==> config.mk <==
export PLATFORM = sky130hd
export DESIGN_NAME = keyword_token_lexer_top
export DESIGN_NICKNAME = d
export VERILOG_FILES = /design/src/rtl/kwlex_pkg.sv /design/src/rtl/keyword_token_lexer_top.sv
export SDC_FILE = /design/constraint.sdc
export NUM_CORES = 1
export LEC_CHECK = 0
export ABC_AREA = 1
export BUFFER_PORTS_ARGS = -buffer_cell sky130_fd_sc_hd__buf_2
export CORE_MARGIN = 10
export CORE_UTILIZATION = 38
export DETAILED_ROUTE_END_ITERATION = 16
export PLACE_DENSITY_LB_ADDON = 0.15
export SYNTH_ARGS = -nofsm -noshare
export SYNTH_HDL_FRONTEND = slang
export SYNTH_SLANG_ARGS = --single-unit
export TNS_END_PERCENT = 1
==> constraint.sdc <==
create_clock -name aclk -period 11.85 [get_ports aclk]
set_input_delay 2.37 -clock aclk [delete_from_list [all_inputs] [get_ports aclk]]
set_output_delay 2.37 -clock aclk [all_outputs]
set_load 0.01 [all_outputs]
==> src/rtl/kwlex_pkg.sv <==
// types and constants shared by the keyword token lexer
package kwlex_pkg;

    localparam int TOKEN_TEXT_W = 64;
    localparam int TOKEN_LEN_W  = 8;

    typedef enum logic [2:0] {
        KIND_KEYWORD = 3'd0,
        KIND_IDENT   = 3'd1,
        KIND_NUMBER  = 3'd2,
        KIND_OPER    = 3'd3,
        KIND_BRACKET = 3'd4,
        KIND_UNKNOWN = 3'd5,
        KIND_END     = 3'd6
    } token_kind_t;

    typedef enum logic [2:0] {
        RUN_NONE   = 3'b001,
        RUN_IDENT  = 3'b010,
        RUN_NUMBER = 3'b100
    } run_kind_t;

    typedef struct packed {
        token_kind_t              kind;
        logic [TOKEN_LEN_W-1:0]   length;
        logic [TOKEN_TEXT_W-1:0]  text;
        logic                     last;
    } token_t;

    localparam logic [TOKEN_TEXT_W-1:0] KW_IF   = 64'h0000_0000_0000_6669;
    localparam logic [TOKEN_TEXT_W-1:0] KW_DEF  = 64'h0000_0000_0066_6564;
    localparam logic [TOKEN_TEXT_W-1:0] KW_LET  = 64'h0000_0000_0074_656C;
    localparam logic [TOKEN_TEXT_W-1:0] KW_THEN = 64'h0000_0000_6E65_6874;
    localparam logic [TOKEN_TEXT_W-1:0] KW_ELSE = 64'h0000_0000_6573_6C65;

    localparam logic [7:0] CH_PLUS   = 8'h2B;
    localparam logic [7:0] CH_MINUS  = 8'h2D;
    localparam logic [7:0] CH_STAR   = 8'h2A;
    localparam logic [7:0] CH_SLASH  = 8'h2F;
    localparam logic [7:0] CH_EQUAL  = 8'h3D;
    localparam logic [7:0] CH_LPAREN = 8'h28;
    localparam logic [7:0] CH_RPAREN = 8'h29;
    localparam logic [7:0] CH_LBRACE = 8'h7B;
    localparam logic [7:0] CH_RBRACE = 8'h7D;
    localparam logic [7:0] CH_SPACE  = 8'h20;
    localparam logic [7:0] CH_TAB    = 8'h09;
    localparam logic [7:0] CH_CR     = 8'h0D;

    function automatic logic is_letter(input logic [7:0] b);
        return (b >= 8'h61 && b <= 8'h7A) || (b >= 8'h41 && b <= 8'h5A);
    endfunction

    function automatic logic is_digit(input logic [7:0] b);
        return b >= 8'h30 && b <= 8'h39;
    endfunction

    function automatic logic is_space(input logic [7:0] b);
        return b == CH_SPACE || (b >= CH_TAB && b <= CH_CR);
    endfunction

    function automatic logic is_keyword(input logic [TOKEN_LEN_W-1:0] len,
                                        input logic [TOKEN_TEXT_W-1:0] text);
        return (len == 8'd2 && text == KW_IF) ||
               (len == 8'd3 && (text == KW_DEF || text == KW_LET)) ||
               (len == 8'd4 && (text == KW_THEN || text == KW_ELSE));
    endfunction

endpackage

==> src/rtl/keyword_token_lexer_top.sv <==
// keyword token lexer: one text byte per request in, tokens out
// Takes one text byte per cycle while the result side is ready and queues its tokens. A byte
// passes an input register, is classified against the open run combinationally, and its
// tokens land in a two-entry result queue whose head drives the outputs. A byte that closes
// a run and also forms a token of its own (or an end mark after an open run) gives two tokens
// and needs two free queue slots; while the queue still holds an earlier surplus token, such
// a byte waits until the queue drains a token. A byte that gives no token (a run byte or
// whitespace) lets the queue absorb a surplus token. Other bytes sustain one per cycle while
// tokens are taken. Runs keep their first TEXT_BYTES bytes; lengths saturate at 255.
module keyword_token_lexer_top #(
    parameter int TEXT_BYTES = 8
) (
    input  logic        aclk,
    input  logic        aresetn,
    input  logic        s_tvalid,
    output logic        s_tready,
    input  logic [7:0]  s_tdata,   // text_byte
    input  logic [0:0]  s_tuser,   // end_of_text
    output logic        m_tvalid,
    input  logic        m_tready,
    output logic [71:0] m_tdata,   // token_length [7:0], token_text [71:8]
    output logic [2:0]  m_tuser,   // token_kind
    output logic        m_tlast    // last_of_run
);
    import kwlex_pkg::*;

    localparam int TextW = TEXT_BYTES * 8;

    logic             in_valid_reg, in_valid_next;
    logic [7:0]       in_byte_reg;
    logic             in_eot_reg;

    run_kind_t        run_kind_reg, run_kind_next;
    logic [7:0]       run_len_reg, run_len_next;
    logic [TextW-1:0] run_text_reg, run_text_next;

    token_t           q_reg [2];
    token_t           q_next [2];
    logic [1:0]       cnt_reg, cnt_next, cnt_after, free, n_res;

    logic             s_accept, pop, fire;
    logic             letter, digit, space, has_run, extend, emit_run, other_valid;
    logic [7:0]       app_len;
    logic [TextW-1:0] app_text;
    token_t           run_tok, other_tok, tok0, tok1;

    assign s_accept = s_tvalid && s_tready;
    assign pop      = m_tvalid && m_tready;

    assign letter  = is_letter(in_byte_reg);
    assign digit   = is_digit(in_byte_reg);
    assign space   = is_space(in_byte_reg);
    assign has_run = (run_kind_reg == RUN_IDENT) || (run_kind_reg == RUN_NUMBER);
    assign extend  = !in_eot_reg &&
                     ((run_kind_reg == RUN_IDENT && (letter || digit)) ||
                      (run_kind_reg == RUN_NUMBER && digit));

    assign emit_run    = has_run && !extend;
    assign other_valid = in_eot_reg || (!extend && !space && !letter && !digit);
    assign n_res       = 2'({1'b0, emit_run}) + 2'({1'b0, other_valid});

    assign free     = 2'd2 - cnt_reg + 2'({1'b0, pop});
    assign fire     = in_valid_reg && (n_res <= free);
    assign s_tready = !in_valid_reg || fire;

    assign app_len = (run_len_reg == 8'hFF) ? run_len_reg : run_len_reg + 8'd1;

    always_comb begin
        app_text = run_text_reg;
        for (int i = 0; i < TEXT_BYTES; i++) begin
            if (run_len_reg == 8'(i)) begin
                app_text[i*8 +: 8] = in_byte_reg;
            end
        end
    end

    always_comb begin
        run_tok.length = run_len_reg;
        run_tok.text   = TOKEN_TEXT_W'(run_text_reg);
        run_tok.last   = !other_valid;
        if (run_kind_reg == RUN_IDENT) begin
            run_tok.kind = is_keyword(run_len_reg, TOKEN_TEXT_W'(run_text_reg)) ?
                           KIND_KEYWORD : KIND_IDENT;
        end else begin
            run_tok.kind = KIND_NUMBER;
        end

        other_tok.length = 8'd1;
        other_tok.text   = TOKEN_TEXT_W'(in_byte_reg);
        other_tok.last   = 1'b1;
        priority if (in_eot_reg) begin
            other_tok.kind   = KIND_END;
            other_tok.length = 8'd0;
            other_tok.text   = '0;
        end else if (in_byte_reg == CH_PLUS || in_byte_reg == CH_MINUS ||
                     in_byte_reg == CH_STAR || in_byte_reg == CH_SLASH ||
                     in_byte_reg == CH_EQUAL) begin
            other_tok.kind = KIND_OPER;
        end else if (in_byte_reg == CH_LPAREN || in_byte_reg == CH_RPAREN ||
                     in_byte_reg == CH_LBRACE || in_byte_reg == CH_RBRACE) begin
            other_tok.kind = KIND_BRACKET;
        end else begin
            other_tok.kind = KIND_UNKNOWN;
        end

        tok0 = emit_run ? run_tok : other_tok;
        tok1 = other_tok;
    end

    // run state update
    always_comb begin
        run_kind_next = run_kind_reg;
        run_len_next  = run_len_reg;
        run_text_next = run_text_reg;
        if (fire) begin
            priority if (in_eot_reg) begin
                run_kind_next = RUN_NONE;
                run_len_next  = 8'd0;
                run_text_next = '0;
            end else if (extend) begin
                run_len_next  = app_len;
                run_text_next = app_text;
            end else if (letter || digit) begin
                run_kind_next = letter ? RUN_IDENT : RUN_NUMBER;
                run_len_next  = 8'd1;
                run_text_next = TextW'(in_byte_reg);
            end else begin
                run_kind_next = RUN_NONE;
                run_len_next  = 8'd0;
                run_text_next = '0;
            end
        end
    end

    // result queue: head in slot 0
    always_comb begin
        q_next    = q_reg;
        cnt_after = cnt_reg - 2'({1'b0, pop});
        if (pop) begin
            q_next[0] = q_reg[1];
        end
        if (fire) begin
            unique case (n_res)
                2'd1: q_next[cnt_after[0]] = tok0;
                2'd2: begin
                    q_next[0] = tok0;
                    q_next[1] = tok1;
                end
                default: ;
            endcase
        end
        cnt_next = cnt_after + (fire ? n_res : 2'd0);
    end

    always_comb begin
        in_valid_next = in_valid_reg;
        if (s_accept) begin
            in_valid_next = 1'b1;
        end else if (fire) begin
            in_valid_next = 1'b0;
        end
    end

    always_ff @(posedge aclk) begin
        if (!aresetn) begin
            in_valid_reg <= 1'b0;
            cnt_reg      <= 2'd0;
            run_kind_reg <= RUN_NONE;
            run_len_reg  <= 8'd0;
            run_text_reg <= '0;
        end else begin
            in_valid_reg <= in_valid_next;
            cnt_reg      <= cnt_next;
            run_kind_reg <= run_kind_next;
            run_len_reg  <= run_len_next;
            run_text_reg <= run_text_next;
        end
    end

    always_ff @(posedge aclk) begin
        if (s_accept) begin
            in_byte_reg <= s_tdata;
            in_eot_reg  <= s_tuser[0];
        end
        q_reg <= q_next;
    end

    assign m_tvalid = cnt_reg != 2'd0;
    assign m_tdata  = {q_reg[0].text, q_reg[0].length};
    assign m_tuser  = q_reg[0].kind;
    assign m_tlast  = q_reg[0].last;

    a_cnt_range: assert property (@(posedge aclk) disable iff (!aresetn)
        cnt_reg != 2'd3)
        else $error("result queue count out of range");

    a_eot_clears_run: assert property (@(posedge aclk) disable iff (!aresetn)
        fire && in_eot_reg |=> run_kind_reg == RUN_NONE && run_len_reg == 8'd0)
        else $error("run still open after end of text");

    a_open_run_nonempty: assert property (@(posedge aclk) disable iff (!aresetn)
        run_kind_reg != RUN_NONE |-> run_len_reg != 8'd0)
        else $error("open run with zero length");

    a_end_token_last: assert property (@(posedge aclk) disable iff (!aresetn)
        m_tvalid && q_reg[0].kind == KIND_END |-> q_reg[0].last && q_reg[0].length == 8'd0)
        else $error("end token not marked last or has a length");

endmodule

Word level (Yosys, flattened, before mapping)
Cells that the tools add are included.
{ "classes": {"bitwise_logic": 1, "reduce_logical": 58, "order_cmp": 11, "addsub": 6, "mux": 35, "eq_ne": 37} }
{ "op_table": {"columns": ["cell", "count"], "rows": [
  ["$pmux 152 s2", 1],
  ["$mux 76", 3],
  ["$bwmux 152", 1],
  ["$mux 152", 1],
  ["$eq 64x23->1 const B", 2],
  ["$eq 64x31->1 const B", 2],
  ["$mux 64", 2],
  ["$mux 8", 12],
  ["$demux 76 s1", 1],
  ["$mux 65", 1],
  ["$eq 64x15->1 const B", 1],
  ["$eq 8x6->1 const B", 8],
  ["$eq 8x3->1 const B", 4],
  ["$ne 3x2->1 const B", 8],
  ["$reduce_and 2->1", 11],
  ["$logic_and 1x1->1", 18],
  ["$logic_or 1x1->1", 18],
  ["$mux 3", 6],
  ["$eq 8x2->1 const B", 2],
  ["$eq 8x7->1 const B", 2],
  ["$ge 8x7->1 const B", 2],
  ["$le 8x7->1 const B", 2],
  ["$add 8x1->8 const B", 1],
  ["$eq 8x1->1 const B", 1],
  ["25 further kinds", 38]
]} }
{ "word_totals": {"ff_bits": 239, "in_bits": 13, "output_inout_bits": 78, "wordCells": 170} }

Logic depth before layout (Yosys ltp)
Gate-level depths: netlist (run 1).
{ "logic_depth": {"depth_word": 18, "ltp_mapped": 24, "depth_no_buf": 22} }

Worst setup path before layout (run 1)
Ideal clock, no wire load.
{ "synth_path": {"path_type": "input port to output port", "from": "in m_tready", "to": "out s_tready", "t_required_ps": 9480, "path_buffers": 5, "t_arrival_ps": 4864, "setup_slack_ps": 4616, "path_stages": 12, "path_cell_list": "nand2_1 > inv_1 > clkbuf_1 > ha_1 > clkbuf_1 > inv_1 > clkbuf_1 > clkbuf_1 > clkbuf_1 > ha_1 > nand2_1 > nand3_1"} }
{ "synth_between": {"elab_chain_len": 5} }
{ "synth_lines": {"columns": ["item", "line_no", "rtl"], "rows": [
  ["from (decl)", "keyword_token_lexer_top.sv:20", "input logic m_tready,"],
  ["$logic_and 1x1->1", "keyword_token_lexer_top.sv:48", "assign pop = m_tvalid && m_tready;"],
  ["$add 2x1->2", "keyword_token_lexer_top.sv:62", "assign free = 2'd2 - cnt_reg + 2'({1'b0, pop});"],
  ["$le 2x2->1", "keyword_token_lexer_top.sv:63", "assign fire = in_valid_reg && (n_res <= free);"],
  ["$logic_and 1x1->1", "keyword_token_lexer_top.sv:63", null],
  ["$logic_or 1x1->1", "keyword_token_lexer_top.sv:64", "assign s_tready = !in_valid_reg || fire;"],
  ["to (decl)", "keyword_token_lexer_top.sv:16", "output logic s_tready,"]
]} }
No other way between the ends.

Worst setup path in the final report (run 1)
Ends and elaborated chain as after synthesis.

==> impl_metrics.py, run 1 <==
metrics = {
    "timing": {
        "fin_crit_sh": 0.617,
        "worst_pin_slew_ps": 1050,
        "timing.hold.ws_ps": 452,
        "fin_tns_setup_ps": 0,
        "skew_ps": 14.6,
        "rsz0062_at_grt": "no",
        "hold_viol_final": 0,
        "slew-limit-headroom": 0.298,
        "slew_viol_final": 0,
        "setup_viol": 0,
        "fin_crit_ps": 7310,
        "max_freq_mhz": 137,
    },
    "placed_design": {
        "io_buffers": 90,
        "dp_hpwl_mm": 26.6,
        "place.gp.congestion": 0.851,
        "dpl_cell_area_sq_um": 13700,
    },
    "drt": {
        "drtAntennaViolNets": 0,
        "drt_iter0_markers": 1073,
        "routed_via_density": 5.25,
        "wl_mm": 41.6,
        "firstDrtPassIters": 5,
        "via_count": 12300,
        "wl_per_cell_um": 17.8,
        "drc": 0,
    },
    "clocking": {
        "cts.repair.resized": 0,
        "clkSlewWorstSetupHoldPaths_ps": 60,
        "root_buffer": "clkbuf_16",
        "cts_hold_buf": 0,
        "clk-insertion-delay-late_ps": 550,
        "numCtsBuffers": 29,
        "cts_setup_buffers": 0,
        "clkSinkCount": 239,
        "cts_buffer_depth": 3,
        "cts_tree": "built",
        "h-tree-depth": 1,
    },
    "worst_hold_path": {
        "hold_depth": 2,
        "hold_class": "flip-flop to flip-flop",
    },
    "floorplan": {
        "ios": 91,
        "die-area_sq_um": 43600,
        "initial_utilization": 0.383,
        "rows": 69,
        "core_sq_um": 35400,
        "die_y_um": 209,
        "die_w_um": 209,
    },
    "yosys": {
        "synth_seq_cells": 239,
        "yosysTopAreaCellShare": 0.227,
        "synthTopCellsByArea": "dfxtp_1, edfxtp_1, nand2_1",
        "synth_cells": 1903,
        "synthesis.nets": 1927,
        "yosys.area.top_type": "dfxtp_1",
        "ys_async_sr_fraction": 0,
        "synth_seq_area_share": 0.415,
        "synth_edf_count": 85,
        "yosysMostFrequentCell": "nand2_1",
        "syn_area_sq_um": 13600,
        "ys.warnings.count": 0,
        "synth_flop_cell": "dfxtp_1",
        "synth_common_cells": "nand2_1, a21oi_1, dfxtp_1, nor2_1, o21ai_0",
        "syn_avg_cell_area_sq_um": 7.13,
        "synth.distinct_cells": 40,
    },
    "worst_setup_path": {
        "slowest_delay_ps": 420,
        "cp_common_cell": "buf_2",
        "critPathArrivalTime_ps": 4940,
        "worstSetupPathDepth": 10,
        "required_ps": 9480,
        "critPathMaxFanout": 49,
        "critPathTopFamily": "buffers and inverters",
        "slowest_stage": "inv_4",
        "endpoint_kind": "output port",
        "startpoint_type": "input port",
        "crit_chain": "buf_2, nand2_4, inv_1, buf_4, ha_4, inv_4, ha_1, nand2_1, nand3_1, buf_2",
        "worstRegToRegCells": 17,
        "critical_path_class": "input port to output port",
        "worst-path-buf-inv": 5,
    },
    "cells_and_area": {
        "stdcell_area_sq_um": 14600,
        "drive_gt1_frac": 0.113,
        "largest_reg_flops": 76,
        "diodes": 0,
        "nNetsFinal": 1877,
        "area_growth_pct": 7.91,
    },
    "run_status": {
        "status": "finished clean",
    },
    "pwr": {
        "switching_share": 0.407,
        "p_per_area_nw_per_um2": 255,
        "pwr-share-comb": 0.429,
        "irDropWorstVdd_mv": 0.139,
        "intPower_mw": 2.21,
        "p_leak_nw": 6.30,
        "seqPwrFrac": 0.338,
        "pwr-share-clk": 0.233,
        "p_sw_mw": 1.52,
    },
    "global_routing": {
        "grt_usage": 0.183,
        "overflow": 0,
        "antenna_found_initial": 0,
        "grt_start_max_net_pins": 90,
        "grt_pass1_vias": 11500,
        "grt_pass1_wl_mm": 66.4,
    },
    "run": {
        "cap_violations": 0,
    },
}
-- cell families after synthesis --
kind of cell / after synthesis / synth area share
compound gates: 369 / 0.145
mux: 38 / 0.0280
buf+inv: 263 / 0.0972
fa+ha+maj: 11 / 0.0101
simple gates: 974 / 0.298
xor+xnor: 9 / 0.00581
flops: 239 / 0.415
-- through the flow --
step | power [mW] | setup WS, ps | utilization | instances
floorplan | 2.59 | 4620 | - | 1903
global placement | 2.86 | 4530 | 0.387 | 2283
detailed placement | 2.90 | 4520 | 0.387 | 2283
CTS | 3.78 | 4510 | 0.413 | 2336
global route | 4.05 | 4310 | 0.413 | 2336
finish | 3.74 | 4540 | 0.413 | 2336
-- routing by layer --
metal / GRT usage / share of wire / vias up
li1: - / - / 6119
met1: 0.258 / 0.47 / 5784
met2: 0.294 / 0.46 / 312
met3: 0.0230 / 0.053 / 47
met4: 0.0332 / 0.013 / 0
met5: 0 / 0 / -
-- worst reg2reg max path, cell delays in order (launching register included) --
cell	delay, ps
edfxtp_1	410
inv_1	210
nand2_1	100
nor2_1	150
o21ai_1	110
nand4_2	210
nand3_2	370
inv_2	150
buf_4	560
ha_2	290
buf_4	540
clkinv_1	630
buf_4	420
nor2_1	620
inv_1	170
nor2_1	180
inv_1	110
o21ai_0	160
-- placed cells by master (no fill, tap or decap), drive strengths merged, types with 2 or more instances in the layout --
master and instances:
mux2i 38, o211ai 2, a21oi 180, xnor2 3
clkbuf 46, nor2 151, clkinv 6, edfxtp 85
or2 45, nor3 9, dfxtp 154, nand3 107
o21ai 145, inv 76, ha 11, xor2 6
o31ai 38, nand4 17, nand2 637, buf 106
nor4 4
-- power groups by stage --
stage,Combinational (mW),Clock (mW),Sequential [mW]
after floorplan,1.36,0,1.23
after global placement,1.58,0,1.28
after detailed placement,1.62,0,1.28
after CTS,1.62,0.889,1.27
after global routing,1.84,0.920,1.29
final,1.60,0.869,1.26
-- final cells by class --
type	count	area [sq um]
clock buffers	46	860
clock inverters	7	63.8
fillers	3713	20800
inverters	76	288
multi-input cells	1401	6640
flip-flops and latches	239	5640
well taps	461	577
repair buffers	106	571
-- worst paths after layout --
path / from / to / slack (ps)
max reg2reg: in_byte_reg[1]$_DFFE_PP_ / q_reg[7]$_DFFE_PP_ / 6290
min reg2reg: run_kind_reg[1]$_SDFFE_PN0P_ / run_kind_reg[1]$_SDFFE_PN0P_ / 450
min: run_kind_reg[1]$_SDFFE_PN0P_ / run_kind_reg[1]$_SDFFE_PN0P_ / 450
max: m_tready / s_tready / 4540
No activity file was read; power rests on OpenSTA's default activity.
==> inputs of run 2 (changes only) <==
clock period = 6.1 ns   (was 11.85 ns; I/O delays follow)
==> run 2 against run 1 <==
  * Utilization is 0.13 points higher
  * Register-to-register slack worse by 5000 ps
  * Cell count hardly changed
  * Sequential share of layout area is 0.12 points lower
  * Largest cell class unchanged
  * Clock power is 97% higher
  * Critical path type is now flip-flop to output port
==> impl_metrics.py, run 2 (same netlist as run 1, synthesis figures left out) <==
metrics = {
    "clocking": {
        "h-tree-depth": 1,
        "cts.repair.resized": 0,
        "clk-insertion-delay-late_ps": 570,
        "cts_setup_buffers": 0,
        "cts_hold_buf": 0,
        "root_buffer": "clkbuf_16",
        "clkSlewWorstSetupHoldPaths_ps": 60,
        "numCtsBuffers": 29,
        "cts_buffer_depth": 3,
        "cts_tree": "built",
        "clkSinkCount": 239,
    },
    "worst_setup_path": {
        "endpoint_kind": "output port",
        "critPathMaxFanout": 29,
        "worstRegToRegCells": 17,
        "critical_path_class": "flip-flop to output port",
        "required_ps": 4880,
        "startpoint_type": "flip-flop",
        "critPathArrivalTime_ps": 3890,
    },
    "pwr": {
        "p_per_area_nw_per_um2": 499,
        "p_leak_nw": 6.32,
        "irDropWorstVdd_mv": 0.332,
    },
    "global_routing": {
        "grt_start_max_net_pins": 148,
        "grt_pass1_vias": 11400,
        "grt_pass1_wl_mm": 67.0,
        "grt_usage": 0.186,
        "antenna_found_initial": 0,
        "overflow": 0,
    },
    "drt": {
        "drc": 0,
        "drt_iter0_markers": 1110,
        "wl_mm": 42.6,
        "firstDrtPassIters": 5,
        "routed_via_density": 5.26,
        "via_count": 12300,
        "drtAntennaViolNets": 0,
        "wl_per_cell_um": 18.2,
    },
    "run": {
        "cap_violations": 0,
    },
    "cells_and_area": {
        "final_cell_mix": "nand2_1, a21oi_1, dfxtp_1",
        "layout_commonest_cell": "nand2_1",
        "final_cells": 2337,
        "drive_gt1_frac": 0.114,
        "area_growth_pct": 8.25,
        "nNetsFinal": 1878,
        "filler_cell_count": 3697,
        "diodes": 0,
        "largest_reg_flops": 76,
    },
    "floorplan": {
        "core_sq_um": 35400,
        "die_y_um": 209,
        "initial_utilization": 0.383,
        "die_w_um": 209,
        "die-area_sq_um": 43600,
        "rows": 69,
        "ios": 91,
    },
    "timing": {
        "setup_viol": 0,
        "slew-limit-headroom": 0.227,
        "fin_crit_sh": 0.838,
        "worst_pin_slew_ps": 1160,
        "rsz0062_at_grt": "no",
        "max_freq_mhz": 196,
        "skew_ps": 24.6,
        "fin_crit_ps": 5110,
        "fin_tns_setup_ps": 0,
        "slew_viol_final": 0,
        "hold_viol_final": 0,
    },
    "placed_design": {
        "dp_hpwl_mm": 27.0,
        "place.gp.congestion": 0.869,
        "place_inst": 2284,
        "io_buffers": 90,
    },
    "worst_hold_path": {
        "hold_class": "flip-flop to flip-flop",
        "hold_depth": 2,
    },
    "run_status": {
        "status": "finished clean",
    },
}
-- run 2: critical path, cell delays in order, from the launching register on --
cell      delay [ps]
edfxtp_1         660
inv_1            260
nand4_2          300
nand3_2          360
inv_2            560
ha_2             390
inv_1             80
ha_1             230
nand2_1          150
nand3_1          170
buf_2            180
-- run 2: where the power goes --
part	leakage [nW]	switching [mW]	internal (mW)
sequential	2.06	0.233	2.22
clock	0.466	0.708	1.00
combinational	3.79	2.07	1.09
total	6.32	3.01	4.32
-- run 2: cell type report --
| class | count | area [sq um] | area share |
|---|---|---|---|
| repair buffers | 107 | 603 | 0.0411 |
| well taps | 461 | 577 | 0.0393 |
| flip-flops and latches | 239 | 5640 | 0.384 |
| inverters | 76 | 288 | 0.0196 |
| clock buffers | 45 | 897 | 0.0611 |
| multi-input cells | 1401 | 6640 | 0.452 |
| clock inverters | 8 | 40.0 | 0.00273 |
-- run 2: per-layer routing --
layer | vias up | GRT usage | wire [um]
li1 | 6122 | - | -
met1 | 5796 | 0.264 | 20200
met2 | 321 | 0.292 | 19400
met3 | 55 | 0.0267 | 2260
met4 | 0 | 0.0409 | 754
met5 | - | 0 | 0
-- run 2: final timing paths --
| kind | endpoint | slack, ps | from |
|---|---|---|---|
| worst min-delay path | run_kind_reg[1]$_SDFFE_PN0P_ | 450 | run_kind_reg[1]$_SDFFE_PN0P_ |
| worst max-delay path | s_tready | 990 | in_eot_reg$_DFFE_PP_ |
| worst min register to register | run_kind_reg[1]$_SDFFE_PN0P_ | 450 | run_kind_reg[1]$_SDFFE_PN0P_ |
| worst max register to register | m_tdata[39]$_DFF_P_ | 1250 | in_eot_reg$_DFFE_PP_ |
-- run 2: metrics by stage --
stage               total power, mW  hold slack (ps)   util  worst slack (ps)  area [sq um]
finish                         7.33              445  0.415               989         14700
global route                   7.90              471  0.415               622         14700
global placement               5.59              432  0.388              1380         13700
CTS                            7.39              452  0.415               937         14700
floorplan                      5.03              419      -               830         13600
detailed placement             5.67              440  0.388              1270         13700
